**config.mk**
```make
export PLATFORM = sky130hd
export DESIGN_NAME = pin_array_rate_limited_loader
export DESIGN_NICKNAME = d
export VERILOG_FILES = /design/src/rtl/prll_pkg.sv /design/src/rtl/pin_array_rate_limited_loader.sv /design/src/rtl/prll_ram.sv /design/src/rtl/prll_pin_calc.sv
export SDC_FILE = /design/constraint.sdc
export NUM_CORES = 2
export LEC_CHECK = 0
export BUFFER_PORTS_ARGS = -buffer_cell sky130_fd_sc_hd__buf_2
export CAP_MARGIN = 40
export CORE_UTILIZATION = 67
export CTS_CLUSTER_SIZE = 20
export DETAILED_ROUTE_END_ITERATION = 7
export GPL_ROUTABILITY_DRIVEN = 0
export MAX_ROUTING_LAYER = met4
export PLACE_DENSITY_LB_ADDON = 0.15
export SETUP_SLACK_MARGIN = 0.3
export SYNTH_ARGS = -nofsm -noshare
export SYNTH_HDL_FRONTEND = slang
export SYNTH_SLANG_ARGS = --single-unit
```
**constraint.sdc**
```tcl
create_clock -name clk -period 43.8 [get_ports clk]
set_clock_uncertainty 0.05 [all_clocks]
set_input_delay 8.76 -clock clk [delete_from_list [all_inputs] [get_ports clk]]
set_output_delay 8.76 -clock clk [all_outputs]
set_load 0.01 [all_outputs]
```
**src/rtl/prll_pkg.sv**
```systemverilog
package prll_pkg;

  // Field widths of the item and result beats.
  localparam int HEIGHT_W = 8;
  localparam int PIN_W    = 8;
  localparam int DRIVE_W  = 12;
  localparam int FRAC_W   = 4;
  localparam int SUM_W    = 14;
  localparam int CFG_W    = 8;
  localparam int CFG_IDX_W = 2;

  localparam logic [DRIVE_W-1:0] DRIVE_MAX = 12'd4095;

  // Request codes.
  typedef enum logic [1:0] {
    REQ_SAMPLE      = 2'd0,
    REQ_LOAD_TARGET = 2'd1,
    REQ_SET_PIN     = 2'd2,
    REQ_PRESENCE    = 2'd3
  } req_t;

  // Configuration register indexes.
  localparam logic [CFG_IDX_W-1:0] CFG_LOAD_SPEED       = 2'd0;
  localparam logic [CFG_IDX_W-1:0] CFG_SETTLE_THRESHOLD = 2'd1;
  localparam logic [CFG_IDX_W-1:0] CFG_MAX_LOAD_FRAMES  = 2'd2;
  localparam logic [CFG_IDX_W-1:0] CFG_ADJUST_FRAMES    = 2'd3;

  localparam logic [CFG_W-1:0] LOAD_SPEED_RST       = 8'd48;
  localparam logic [CFG_W-1:0] SETTLE_THRESHOLD_RST = 8'd13;
  localparam logic [CFG_W-1:0] MAX_LOAD_FRAMES_RST  = 8'd93;
  localparam logic [CFG_W-1:0] ADJUST_FRAMES_RST    = 8'd30;

  // One pin's stored state.
  typedef struct packed {
    logic [DRIVE_W-1:0]  drive;
    logic [HEIGHT_W-1:0] target;
    logic                present;
  } pin_entry_t;

  localparam int ENTRY_W = $bits(pin_entry_t);

  // Every pin starts at 50.0 with a target of 50 and is present.
  localparam pin_entry_t ENTRY_RESET = '{drive: 12'd800, target: 8'd50, present: 1'b1};

  // Item fields that the per-pin update needs.
  typedef struct packed {
    req_t                req;
    logic [HEIGHT_W-1:0] height;
    logic                pin_present;
  } pin_req_t;

  // Block-wide state and settings seen by the per-pin update.
  typedef struct packed {
    logic              loading;
    logic              adjusting;
    logic [CFG_W-1:0]  load_speed;
    logic [CFG_W-1:0]  settle_threshold;
  } calc_ctrl_t;

  // Result of the per-pin update.
  typedef struct packed {
    pin_entry_t entry;
    logic       moving;
  } calc_res_t;

  // Saturate a signed sum to the drive range.
  function automatic logic [DRIVE_W-1:0] clamp_drive(input logic signed [SUM_W-1:0] v);
    logic [DRIVE_W-1:0] r;
    if (v < 0) begin
      r = '0;
    end else if (v > $signed({2'b00, DRIVE_MAX})) begin
      r = DRIVE_MAX;
    end else begin
      r = v[DRIVE_W-1:0];
    end
    return r;
  endfunction

endpackage

```
**src/rtl/pin_array_rate_limited_loader.sv**
```systemverilog
// Pin array loader: keeps a Q8.4 drive height, a target and a presence bit for
// each of PIN_COUNT pins in one memory and returns one result beat per input
// beat. A new item can be taken while the last one is in the compute stage
// unless the output stalls: an item reads its pin's entry as it is accepted,
// the update is computed in the following cycle and written back while the
// result enters the output register, and a one-entry bypass covers a beat for
// the same pin right behind. The single read port and single write port of the
// pin memory allow this. After reset the memory is cleared to its start values,
// during which in_stall stays high; configuration writes are taken at any time.
module pin_array_rate_limited_loader #(
  parameter int PIN_COUNT      = 144,
  parameter int FOLLOW_DIVISOR = 4
) (
  input  logic                               clk,
  input  logic                               rst_n,
  input  logic                               in_valid,
  output logic                               in_stall,
  input  logic [1:0]                         in_req_type,
  input  logic [prll_pkg::PIN_W-1:0]         in_pin_index,
  input  logic [prll_pkg::HEIGHT_W-1:0]      in_height_value,
  input  logic                               in_pin_present,
  input  logic                               in_frame_end,
  input  logic                               in_begin_loading,
  output logic                               out_valid,
  input  logic                               out_stall,
  output logic [prll_pkg::PIN_W-1:0]         out_pin,
  output logic [prll_pkg::HEIGHT_W-1:0]      out_drive_height,
  output logic                               out_is_loading,
  output logic                               out_is_adjusting,
  input  logic                               cfg_valid,
  output logic                               cfg_ready,
  input  logic [prll_pkg::CFG_IDX_W-1:0]     cfg_index,
  input  logic [prll_pkg::CFG_W-1:0]         cfg_data
);

  localparam int ADDR_W = (PIN_COUNT > 1) ? $clog2(PIN_COUNT) : 1;
  localparam logic [ADDR_W-1:0] LAST_ADDR = ADDR_W'(PIN_COUNT - 1);

  // Configuration registers.
  logic [prll_pkg::CFG_W-1:0] load_speed_r;
  logic [prll_pkg::CFG_W-1:0] settle_threshold_r;
  logic [prll_pkg::CFG_W-1:0] max_load_frames_r;
  logic [prll_pkg::CFG_W-1:0] adjust_frames_r;

  // Block-wide loading state.
  logic                       loading_r, loading_nxt;
  logic [7:0]                 adjust_count_r, adjust_count_nxt;
  logic [7:0]                 load_frames_r, load_frames_nxt;
  logic                       still_moving_r, still_moving_nxt;

  // Clearing pass.
  logic                       clr_active_r;
  logic [ADDR_W-1:0]          clr_addr_r;

  // Compute stage.
  logic                       s1_valid_r;
  prll_pkg::req_t             s1_req_r;
  logic [prll_pkg::PIN_W-1:0] s1_pin_r;
  logic [prll_pkg::HEIGHT_W-1:0] s1_height_r;
  logic                       s1_present_r;
  logic                       s1_fend_r;
  logic                       s1_begin_r;
  logic                       s1_inrange_r;
  logic                       byp_hit_r;
  prll_pkg::pin_entry_t       byp_entry_r;

  // Output register.
  logic                       out_valid_r;
  logic [prll_pkg::PIN_W-1:0] out_pin_r;
  logic [prll_pkg::HEIGHT_W-1:0] out_drive_r;
  logic                       out_loading_r;
  logic                       out_adjusting_r;

  logic                       in_accept;
  logic                       s1_adv;
  logic                       s1_wr;
  logic                       ram_we;
  logic [ADDR_W-1:0]          ram_waddr;
  prll_pkg::pin_entry_t       ram_wdata;
  prll_pkg::pin_entry_t       ram_rdata;
  prll_pkg::pin_entry_t       cur_entry;
  prll_pkg::pin_req_t         calc_req;
  prll_pkg::calc_ctrl_t       calc_ctrl;
  prll_pkg::calc_res_t        calc_res;
  logic                       is_sample;
  logic                       moving_now;
  logic [7:0]                 frames_inc;
  logic [7:0]                 adjust_inc;

  // Handshakes.
  assign cfg_ready = rst_n;
  assign s1_adv    = s1_valid_r && (!out_valid_r || !out_stall);
  assign in_stall  = !rst_n || clr_active_r || (s1_valid_r && !s1_adv);
  assign in_accept = in_valid && !in_stall;

  // Configuration writes.
  always_ff @(posedge clk) begin
    if (!rst_n) begin
      load_speed_r       <= prll_pkg::LOAD_SPEED_RST;
      settle_threshold_r <= prll_pkg::SETTLE_THRESHOLD_RST;
      max_load_frames_r  <= prll_pkg::MAX_LOAD_FRAMES_RST;
      adjust_frames_r    <= prll_pkg::ADJUST_FRAMES_RST;
    end else if (cfg_valid && cfg_ready) begin
      case (cfg_index)
        prll_pkg::CFG_LOAD_SPEED:       load_speed_r       <= cfg_data;
        prll_pkg::CFG_SETTLE_THRESHOLD: settle_threshold_r <= cfg_data;
        prll_pkg::CFG_MAX_LOAD_FRAMES:  max_load_frames_r  <= cfg_data;
        prll_pkg::CFG_ADJUST_FRAMES:    adjust_frames_r    <= cfg_data;
        default: begin
        end
      endcase
    end
  end

  // Clearing pass over the pin memory after reset.
  always_ff @(posedge clk) begin
    if (!rst_n) begin
      clr_active_r <= 1'b1;
      clr_addr_r   <= '0;
    end else if (clr_active_r) begin
      if (clr_addr_r == LAST_ADDR) begin
        clr_active_r <= 1'b0;
      end
      clr_addr_r <= clr_addr_r + 1'b1;
    end
  end

  // Pin memory: read on acceptance, written back from the compute stage.
  assign s1_wr     = s1_adv && s1_inrange_r;
  assign ram_we    = clr_active_r || s1_wr;
  assign ram_waddr = clr_active_r ? clr_addr_r : ADDR_W'(s1_pin_r);
  assign ram_wdata = clr_active_r ? prll_pkg::ENTRY_RESET : calc_res.entry;

  prll_ram #(
    .WIDTH (prll_pkg::ENTRY_W),
    .DEPTH (PIN_COUNT)
  ) u_ram (
    .clk   (clk),
    .we    (ram_we),
    .waddr (ram_waddr),
    .wdata (ram_wdata),
    .re    (in_accept),
    .raddr (ADDR_W'(in_pin_index)),
    .rdata (ram_rdata)
  );

  // Compute stage valid.
  always_ff @(posedge clk) begin
    if (!rst_n) begin
      s1_valid_r <= 1'b0;
    end else if (in_accept) begin
      s1_valid_r <= 1'b1;
    end else if (s1_adv) begin
      s1_valid_r <= 1'b0;
    end
  end

  // Capture the beat, and the entry being written now if it is the same pin.
  always_ff @(posedge clk) begin
    if (in_accept) begin
      s1_req_r     <= prll_pkg::req_t'(in_req_type);
      s1_pin_r     <= in_pin_index;
      s1_height_r  <= in_height_value;
      s1_present_r <= in_pin_present;
      s1_fend_r    <= in_frame_end;
      s1_begin_r   <= in_begin_loading;
      s1_inrange_r <= (32'(in_pin_index) < PIN_COUNT);
      byp_hit_r    <= s1_wr && (s1_pin_r == in_pin_index);
      byp_entry_r  <= calc_res.entry;
    end
  end

  assign cur_entry = byp_hit_r ? byp_entry_r : ram_rdata;

  assign calc_req.req         = s1_req_r;
  assign calc_req.height      = s1_height_r;
  assign calc_req.pin_present = s1_present_r;

  assign calc_ctrl.loading          = loading_r;
  assign calc_ctrl.adjusting        = (adjust_count_r != 8'd0);
  assign calc_ctrl.load_speed       = load_speed_r;
  assign calc_ctrl.settle_threshold = settle_threshold_r;

  prll_pin_calc #(
    .FOLLOW_DIVISOR (FOLLOW_DIVISOR)
  ) u_calc (
    .req   (calc_req),
    .entry (cur_entry),
    .ctrl  (calc_ctrl),
    .res   (calc_res)
  );

  // Frame bookkeeping and the start of loading.
  assign is_sample  = (s1_req_r == prll_pkg::REQ_SAMPLE);
  assign moving_now = still_moving_r || (is_sample && s1_inrange_r && calc_res.moving);
  assign frames_inc = (load_frames_r != 8'hFF) ? load_frames_r + 8'd1 : load_frames_r;
  assign adjust_inc = adjust_count_r + 8'd1;

  always_comb begin
    loading_nxt      = loading_r;
    adjust_count_nxt = adjust_count_r;
    load_frames_nxt  = load_frames_r;
    still_moving_nxt = moving_now;
    case (s1_req_r)
      prll_pkg::REQ_SAMPLE: begin
        if (s1_fend_r) begin
          if (loading_r) begin
            if (adjust_count_r == 8'd0) begin
              load_frames_nxt = frames_inc;
              if (!moving_now || (frames_inc > max_load_frames_r)) begin
                adjust_count_nxt = 8'd1;
              end
            end else if (adjust_inc >= adjust_frames_r) begin
              adjust_count_nxt = 8'd0;
              loading_nxt      = 1'b0;
            end else begin
              adjust_count_nxt = adjust_inc;
            end
          end
          still_moving_nxt = 1'b0;
        end
      end
      prll_pkg::REQ_LOAD_TARGET, prll_pkg::REQ_SET_PIN: begin
        if (s1_begin_r) begin
          loading_nxt      = 1'b1;
          load_frames_nxt  = 8'd0;
          adjust_count_nxt = 8'd0;
          still_moving_nxt = 1'b0;
        end
      end
      default: begin
        still_moving_nxt = still_moving_r;
      end
    endcase
  end

  always_ff @(posedge clk) begin
    if (!rst_n) begin
      loading_r      <= 1'b1;
      adjust_count_r <= 8'd0;
      load_frames_r  <= 8'd0;
      still_moving_r <= 1'b0;
    end else if (s1_adv) begin
      loading_r      <= loading_nxt;
      adjust_count_r <= adjust_count_nxt;
      load_frames_r  <= load_frames_nxt;
      still_moving_r <= still_moving_nxt;
    end
  end

  // Output register.
  always_ff @(posedge clk) begin
    if (!rst_n) begin
      out_valid_r <= 1'b0;
    end else if (s1_adv) begin
      out_valid_r <= 1'b1;
    end else if (!out_stall) begin
      out_valid_r <= 1'b0;
    end
  end

  always_ff @(posedge clk) begin
    if (s1_adv) begin
      out_pin_r       <= s1_pin_r;
      out_drive_r     <= s1_inrange_r
                       ? calc_res.entry.drive[prll_pkg::DRIVE_W-1:prll_pkg::FRAC_W]
                       : '0;
      out_loading_r   <= loading_nxt;
      out_adjusting_r <= (adjust_count_nxt != 8'd0);
    end
  end

  assign out_valid        = out_valid_r;
  assign out_pin          = out_pin_r;
  assign out_drive_height = out_drive_r;
  assign out_is_loading   = out_loading_r;
  assign out_is_adjusting = out_adjusting_r;

endmodule

```
**src/rtl/prll_ram.sv**
```systemverilog
module prll_ram #(
  parameter int WIDTH = 8,
  parameter int DEPTH = 16,
  localparam int ADDR_W = (DEPTH > 1) ? $clog2(DEPTH) : 1
) (
  input  logic              clk,
  input  logic              we,
  input  logic [ADDR_W-1:0] waddr,
  input  logic [WIDTH-1:0]  wdata,
  input  logic              re,
  input  logic [ADDR_W-1:0] raddr,
  output logic [WIDTH-1:0]  rdata
);

  logic [WIDTH-1:0] mem [DEPTH];
  logic [WIDTH-1:0] rdata_r;

  // One write port and one registered read port; a read at the written
  // address returns the old word.
  always_ff @(posedge clk) begin
    if (we) begin
      mem[waddr] <= wdata;
    end
    if (re) begin
      rdata_r <= mem[raddr];
    end
  end

  assign rdata = rdata_r;

endmodule

```
**src/rtl/prll_pin_calc.sv**
```systemverilog
module prll_pin_calc #(
  parameter int FOLLOW_DIVISOR = 4
) (
  input  prll_pkg::pin_req_t   req,
  input  prll_pkg::pin_entry_t entry,
  input  prll_pkg::calc_ctrl_t ctrl,
  output prll_pkg::calc_res_t  res
);

  // Division by the follow divisor as a multiply by a rounded-up reciprocal;
  // exact for 8-bit magnitudes and divisors below 256.
  localparam int RECIP_SHIFT = 16;
  localparam int RECIP_W     = RECIP_SHIFT + 1;
  localparam int PROD_W      = prll_pkg::HEIGHT_W + RECIP_W;
  localparam logic [RECIP_W-1:0] RECIP =
    RECIP_W'(((1 << RECIP_SHIFT) + FOLLOW_DIVISOR - 1) / FOLLOW_DIVISOR);

  logic [prll_pkg::HEIGHT_W-1:0]        drv_int;
  logic signed [prll_pkg::HEIGHT_W+1:0] fol_diff;
  logic                                 fol_neg;
  logic [prll_pkg::HEIGHT_W-1:0]        fol_mag;
  logic [PROD_W-1:0]                    fol_prod;
  logic [prll_pkg::HEIGHT_W-1:0]        fol_q;
  logic signed [prll_pkg::SUM_W-1:0]    fol_step;
  logic signed [prll_pkg::SUM_W-1:0]    fol_sum;
  logic [prll_pkg::DRIVE_W-1:0]         fol_drive;
  logic signed [prll_pkg::HEIGHT_W+1:0] tdiff;
  logic signed [prll_pkg::SUM_W-1:0]    tdiff16;
  logic signed [prll_pkg::HEIGHT_W+1:0] fdiff;
  logic [prll_pkg::HEIGHT_W-1:0]        fdiff_mag;
  logic signed [prll_pkg::SUM_W-1:0]    spd;
  logic signed [prll_pkg::SUM_W-1:0]    step_add;
  logic signed [prll_pkg::SUM_W-1:0]    step_sum;
  logic [prll_pkg::DRIVE_W-1:0]         step_drive;
  logic                                 follow_en;
  logic                                 step_en;
  logic [prll_pkg::DRIVE_W-1:0]         smp_drive;

  assign drv_int = entry.drive[prll_pkg::DRIVE_W-1:prll_pkg::FRAC_W];

  // Follow: drive moves by (measured - drive) / divisor, truncated toward zero.
  assign fol_diff  = $signed({2'b00, req.height}) - $signed({2'b00, drv_int});
  assign fol_neg   = fol_diff < 0;
  assign fol_mag   = fol_neg ? prll_pkg::HEIGHT_W'(-fol_diff)
                             : prll_pkg::HEIGHT_W'(fol_diff);
  assign fol_prod  = PROD_W'(fol_mag) * PROD_W'(RECIP);
  assign fol_q     = fol_prod[RECIP_SHIFT +: prll_pkg::HEIGHT_W];
  assign fol_step  = $signed({2'b00, fol_q, 4'b0000});
  assign fol_sum   = $signed({2'b00, entry.drive}) + (fol_neg ? -fol_step : fol_step);
  assign fol_drive = prll_pkg::clamp_drive(fol_sum);

  // Step: move toward the target, at most by the load speed along fdiff.
  assign tdiff     = $signed({2'b00, entry.target}) - $signed({2'b00, drv_int});
  assign tdiff16   = $signed({tdiff, 4'b0000});
  assign fdiff     = $signed({2'b00, entry.target}) - $signed({2'b00, req.height});
  assign fdiff_mag = (fdiff < 0) ? prll_pkg::HEIGHT_W'(-fdiff)
                                 : prll_pkg::HEIGHT_W'(fdiff);
  assign spd       = $signed({6'b000000, ctrl.load_speed});

  always_comb begin
    if (fdiff > 0) begin
      step_add = (spd < tdiff16) ? spd : tdiff16;
    end else if (fdiff < 0) begin
      step_add = (-spd > tdiff16) ? -spd : tdiff16;
    end else begin
      step_add = '0;
    end
  end

  assign step_sum   = $signed({2'b00, entry.drive}) + step_add;
  assign step_drive = prll_pkg::clamp_drive(step_sum);

  assign follow_en = !ctrl.loading || ctrl.adjusting;
  assign step_en   = ctrl.loading && !ctrl.adjusting && entry.present;
  assign smp_drive = follow_en ? fol_drive : (step_en ? step_drive : entry.drive);

  // New entry according to the request type.
  always_comb begin
    res.entry  = entry;
    res.moving = 1'b0;
    case (req.req)
      prll_pkg::REQ_SAMPLE: begin
        res.entry.drive = smp_drive;
        if (!ctrl.loading) begin
          res.entry.target = smp_drive[prll_pkg::DRIVE_W-1:prll_pkg::FRAC_W];
        end
        res.moving = step_en && (fdiff_mag >= ctrl.settle_threshold);
      end
      prll_pkg::REQ_LOAD_TARGET: begin
        res.entry.target = req.height;
      end
      prll_pkg::REQ_SET_PIN: begin
        res.entry.target = req.height;
        res.entry.drive  = {req.height, 4'b0000};
      end
      prll_pkg::REQ_PRESENCE: begin
        res.entry.present = req.pin_present;
      end
      default: begin
        res.entry = entry;
      end
    endcase
  end

endmodule

```
; Yosys cells after proc, flatten, opt, wreduce, memory -nomap -nowiden
; Memories as Yosys holds them, arrays and structs flattened. A register that Yosys moved wholly into a read port is not among the register bits.
; Index checks and enable logic that the tools add are counted.
; W data, S select, Z words.
[totals]
regBits = 123
ramBits = 3024
input_bits = 36
out_inout_bits = 21
elab_cells = 158
memories = 1
[op_classes]
addsub = 12
order_cmp = 13
eq_ne = 14
n_mux = 51
reduce_logical = 40
[memory_table]
columns = name, words, width, rd, rd_clocked_by_memory_dff, write_ports, line
row1 = u_ram.mem, 144, 21, 1, 1, 1, prll_ram.sv:15  ; logic [WIDTH-1:0] mem [DEPTH];
[op_table]
columns = operator, count
row1 = $mux W8, 15
row2 = $mux W12, 6
row3 = $mux W14, 5
row4 = $pmux W8 S2, 3
row5 = $mux W21, 2
row6 = $add A13 B14 Y14, 2
row7 = $gt A14 B13 Y1 const B, 2
row8 = $lt A14 B1 Y1 const B, 2
row9 = $sub A8 B8 Y9, 3
row10 = $add A8 B1 Y8 const B, 3
row11 = $pmux W12 S2, 1
row12 = $lt A9 B1 Y1 const B, 2
row13 = $mux W1, 17
row14 = $ge A8 B8 Y1, 2
row15 = $neg A8 Y8, 2
row16 = $reduce_bool A8 Y1, 2
row17 = $gt A14 B14 Y1, 1
row18 = $lt A9 B14 Y1, 1
row19 = $neg A10 Y14, 1
row20 = $neg A8 Y14, 1
row21 = $logic_and A1 B1 Y1, 11
row22 = $reduce_and A2 Y1, 5
row23 = $gt A9 B1 Y1 const B, 1
row24 = $eq A2 B2 Y1 const B, 4
row25 = 16 further kinds, 36

; Logic depth before layout (Yosys ltp)
[depth]
word_depth = 17
ltp_mapped = 34
ltp_nobuf = 30

; Cells and area by module
; A second synthesis with hierarchy kept.
[unflattened]
hier_cells = 6454
hier_area_um2 = 127383.4
[by_module_without_submodules]
columns = mod, instances, cells_per_inst, area_per_inst_um2, seq_area_each_um2
row1 = prll_ram, 1, 5292, 117271.2, 91437.7
row2 = pin_array_rate_limited_loader, 1, 567, 5901.9, 3083.0
row3 = prll_pin_calc, 1, 595, 4210.3, 0.0

; Worst setup path before layout
; Ideal clock, no wire load.
[synth_timing]
path_kind = reg2reg
start = register byp_hit_r
end = memory u_ram.mem[0][19] (netlist bit) (data pin)
setup_time_ns = 2.614
arrival_ns = 19.584
required_ns = 41.136
slack_ns = 21.553
path_stages_with_launch = 35
path_buffers = 4
period_less_slack_ns = 22.247
cell_sequence = edfxtp_1 > clkbuf_1 > buf_1 > buf_1 > mux2i_1 > ha_1 > inv_1 > fa_1 > a211oi_1 > o21bai_1 > a21oi_1 > o21bai_1 > a21o_1 > ha_1 > nand4b_1 > or3_1 > o31ai_2 > or2_2 > buf_2 > nor2_1 > nor2_1 > nor2_1 > ha_1 > fa_1 > a21o_1 > a21o_1 > a21o_1 > a21oi_1 > o21ai_0 > a21o_1 > a21oi_1 > o31ai_1 > nand2_1 > nor2_1 > a2111oi_0
[synth_rtl]
columns = element, line
row1 = from (decl), pin_array_rate_limited_loader.sv:64  ; logic byp_hit_r;
row2 = from (signal assigned), pin_array_rate_limited_loader.sv:168  ; byp_hit_r <= s1_wr && (s1_pin_r == in_pin_index);
row3 = to (decl), prll_ram.sv:15

; Final worst setup path
[layout_timing]
start = input port rst_n
end = output port in_stall
[layout_between]
elab_chain_cells = 3
[layout_lines]
columns = element, line
row1 = from (decl), pin_array_rate_limited_loader.sv:15  ; input logic rst_n,
row2 = $logic_not A1 Y1, --
row3 = $logic_or A1 B1 Y1 (2 in a row), pin_array_rate_limited_loader.sv:93  ; assign in_stall = !rst_n || clr_active_r || (s1_valid_r && !s1_adv);
row4 = to (decl), pin_array_rate_limited_loader.sv:17  ; output logic in_stall,
; No other way between the ends.

==> out/metrics.yaml <==
async_flop_share_pct: 0
synth_top_area_cell: "edfxtp_1"
tightest_slew_ns: 1.053
rsz0062_at_grt: "no"
fp.dieH_um: 435.7
syn_avg_cell_area_um2: 21.88
grt-ovfl-total: 0
switching_share_pct: 20.17
dp.cells: 8278
io_pins: 57
synthDistinctLibCells: 84
hp-class: "reg -> reg"
port_buffers: 56
status: "finished clean"
clock_power_share_pct: 44.1
htree_levels: 5
holdPathEnd: "settle_threshold_r[5]$_SDFFE_PN0P_"
crit_arrival_ns: 9.92
hpwl_mm: 175.9
ys_seq_elements: 3168
rr_worst_depth: 31
comb_power_share_pct: 2.3
drtPass1Iterations: 7
grt_max_degree: 141
cts-resized-gates: 0
viasPerCell: 7.498
r2r-start: "byp_hit_r$_DFFE_PP_"
drv_slew: 0
clk_pin_slew_worst_paths_ns: 0.06
cts_hold_buf: 0
p_leak_uw: 0.04526
die_area_um2: 189800
initial_core_util_pct: 67.73
syn-instance-count: 5759
synth-main-ff-cell: "edfxtp_1"
intPower_uw: 4893
peakVddDrop_mv: 0.04456
grt_pass1_vias: 65888
route.final.wire_length_mm: 348.1
crit_top_cell: "buf_2"
power_density_nw_per_um2: 43.25
cp_cell_sequence: "buf_2, buf_12, or3b_2, buf_2"
synth_top_area_share_pct: 74.04
syn_nets: 5891
nFillCells: 8918
drc_errors: 0
drt-initial-drc-count: 10181
ys_warn_count: 0
drive_above_1_share_pct: 30.47
max_freq_mhz: 53.39
critical_path_class: "in -> out"
synth_edf_count: 3107
synthTopCellsByArea: "edfxtp_1, mux4_2, dfxtp_1, ha_1, nor2_1"
finalCriticalPeriod_ns: 18.73
cts_tree: "done"
hold_start: "settle_threshold_r[5]$_SDFFE_PN0P_"
p_seq_share_pct: 53.6
hold_violations: 0
cp-start-kind: "primary input"
die_x_um: 435.7
holdPathStages: 2
cpMaxStageDelayCell: "or3b_2"
antenna_found_initial: 17
num_vias: 66304
antenna_left: 0
grt_pass1_wl_mm: 488.9
slew_headroom_pct: 29.80
ys_seq_area_share_pct: 75.01
holdWs_ns: 0.4184
max-cap-violations: 0
area_delta_synth_final_pct: 12.47
cp-end-kind: "primary output"
layoutNonFillerInstCount: 8843
p_sw_uw: 1236
required_ns: 34.99
synthesis.area_um2: 126000
cts.path.max_buffers: 4
cts_setup_buffers: 0
final.setup.tns_ns: 0
nNetsFinal: 6253
reg2reg_slack_ns: 33.14
worstPathMaxFanout: 58
r2r-end: "u_ram.mem[46][17]$_DFFE_PP_"
yosysMostFrequentCell: "edfxtp_1"
finalCritPeriodShare_pct: 42.76
setup_viol: 0
core-area_um2: 186000
cpPeakStageDelay_ns: 0.52
track_usage_pct: 38.35
clock_sinks: 3168
root_buffer: "clkbuf_16"
clk_latency_ns: 1.00
synth_commonest_cells: "edfxtp_1, mux4_2, nor2_1"
fp-row-count: 158
cts_buffers: 318
post_drt_wl_per_cell_um: 39.36
==> layer usage <==
metal | up-vias | GRT usage [%] | wire length, µm
li1 | 25015 | - | -
met1 | 34336 | 49.26 | 116000
met2 | 5775 | 58.97 | 169600
met3 | 1178 | 8.097 | 41400
met4 | 0 | 19.48 | 21170
met5 | - | - | 0
==> worst max-delay path, delay by kind of cell <==
kind / cells / cell delay [ns]
simple gates: 1 / 0.52
buf+inv: 3 / 0.63
==> kinds of logic after synthesis <==
group,synth area share (%)
AOI/OAI and AO/OA,2.121
adders and majority gates,0.9910
DFF,75.01
muxes,17.99
xor gates and xnor gates,0.4856
buffers and inverters,1.137
and+or+nand+nor,2.262
==> how the worst max path moves through the flow <==
stage	startpoint	endpoint	slack (ns)	cells past startpoint
after floorplan	byp_hit_r$_DFFE_PP_	u_ram.mem[0][19]$_DFFE_PP_	21.55	34
after CTS	rst_n	in_stall	25.07	4
after detailed placement	rst_n	in_stall	25.07	4
after global routing	rst_n	in_stall	25.01	4
final	rst_n	in_stall	25.07	4
after global placement	rst_n	in_stall	24.77	3
==> cell usage in the layout, fill, tap and decap left out, types with 18 or more instances in the layout <==
master / instances
a22oi_1: 20
clkbuf_16: 323
ha_1: 91
bufinv_16: 35
clkinv_1: 62
nand2_1: 165
nor2_1: 93
mux4_2: 976
nor2_2: 128
o21a_1: 18
buf_16: 25
buf_4: 213
mux2i_1: 45
xnor2_1: 50
clkinv_2: 50
a21o_1: 25
a21oi_1: 77
xor2_1: 18
nand2b_1: 20
nor3_1: 27
inv_1: 86
nand3_1: 29
nor2b_1: 32
nor2_4: 18
mux2_2: 21
a31oi_1: 21
clkbuf_1: 62
buf_2: 55
o21ai_0: 79
a21boi_0: 22
dfxtp_1: 60
edfxtp_1: 3107
==> final cells by class <==
cell class / count / area, µm² / share of cell area, %
Sequential cell: 3168 / 94520 / 66.70
Multi-Input combinational cell: 2223 / 30620 / 21.61
Clock buffer: 385 / 8315 / 5.868
Tap cell: 2480 / 3103 / 2.190
Timing Repair Buffer: 324 / 3085 / 2.177
Clock inverter: 167 / 1715 / 1.210
Inverter: 86 / 322.8 / 0.2278
Antenna cell: 10 / 25.02 / 0.01766
==> power groups by stage <==
stage	Clock [µW]	Combinational, µW	Sequential (µW)
after floorplan	0	95.2	3350
after global placement	0	137	3350
after CTS	2710	143	3280
after detailed placement	0	141	3350
final	2700	143	3280
after global routing	2810	148	3280
==> state kept, by name, summed over array words and instances (netlist names), 2 cells and up <==
name	count
adjust_count_r	8
adjust_frames_r	8
byp_entry_r	21
clr_addr_r	8
load_frames_r	8
load_speed_r	8
max_load_frames_r	8
out_drive_height	8
out_pin	8
s1_height_r	8
s1_pin_r	8
s1_req_r	2
settle_threshold_r	8
u_ram.mem	3024
u_ram.rdata	21
==> stage by stage <==
| step | cell area [µm²] | power, µW | util (%) | setup WS [ns] |
|---|---|---|---|---|
| after global placement | 130600 | 3486 | 70.21 | 24.77 |
| after CTS | 141600 | 6139 | 76.13 | 25.07 |
| after floorplan | 126000 | 3444 | - | 21.55 |
| after detailed placement | 131600 | 3490 | 70.74 | 25.07 |
| final | 141700 | 6129 | 76.18 | 25.07 |
| after global routing | 141700 | 6246 | 76.18 | 25.01 |
(Power assumes the default switching activity.)
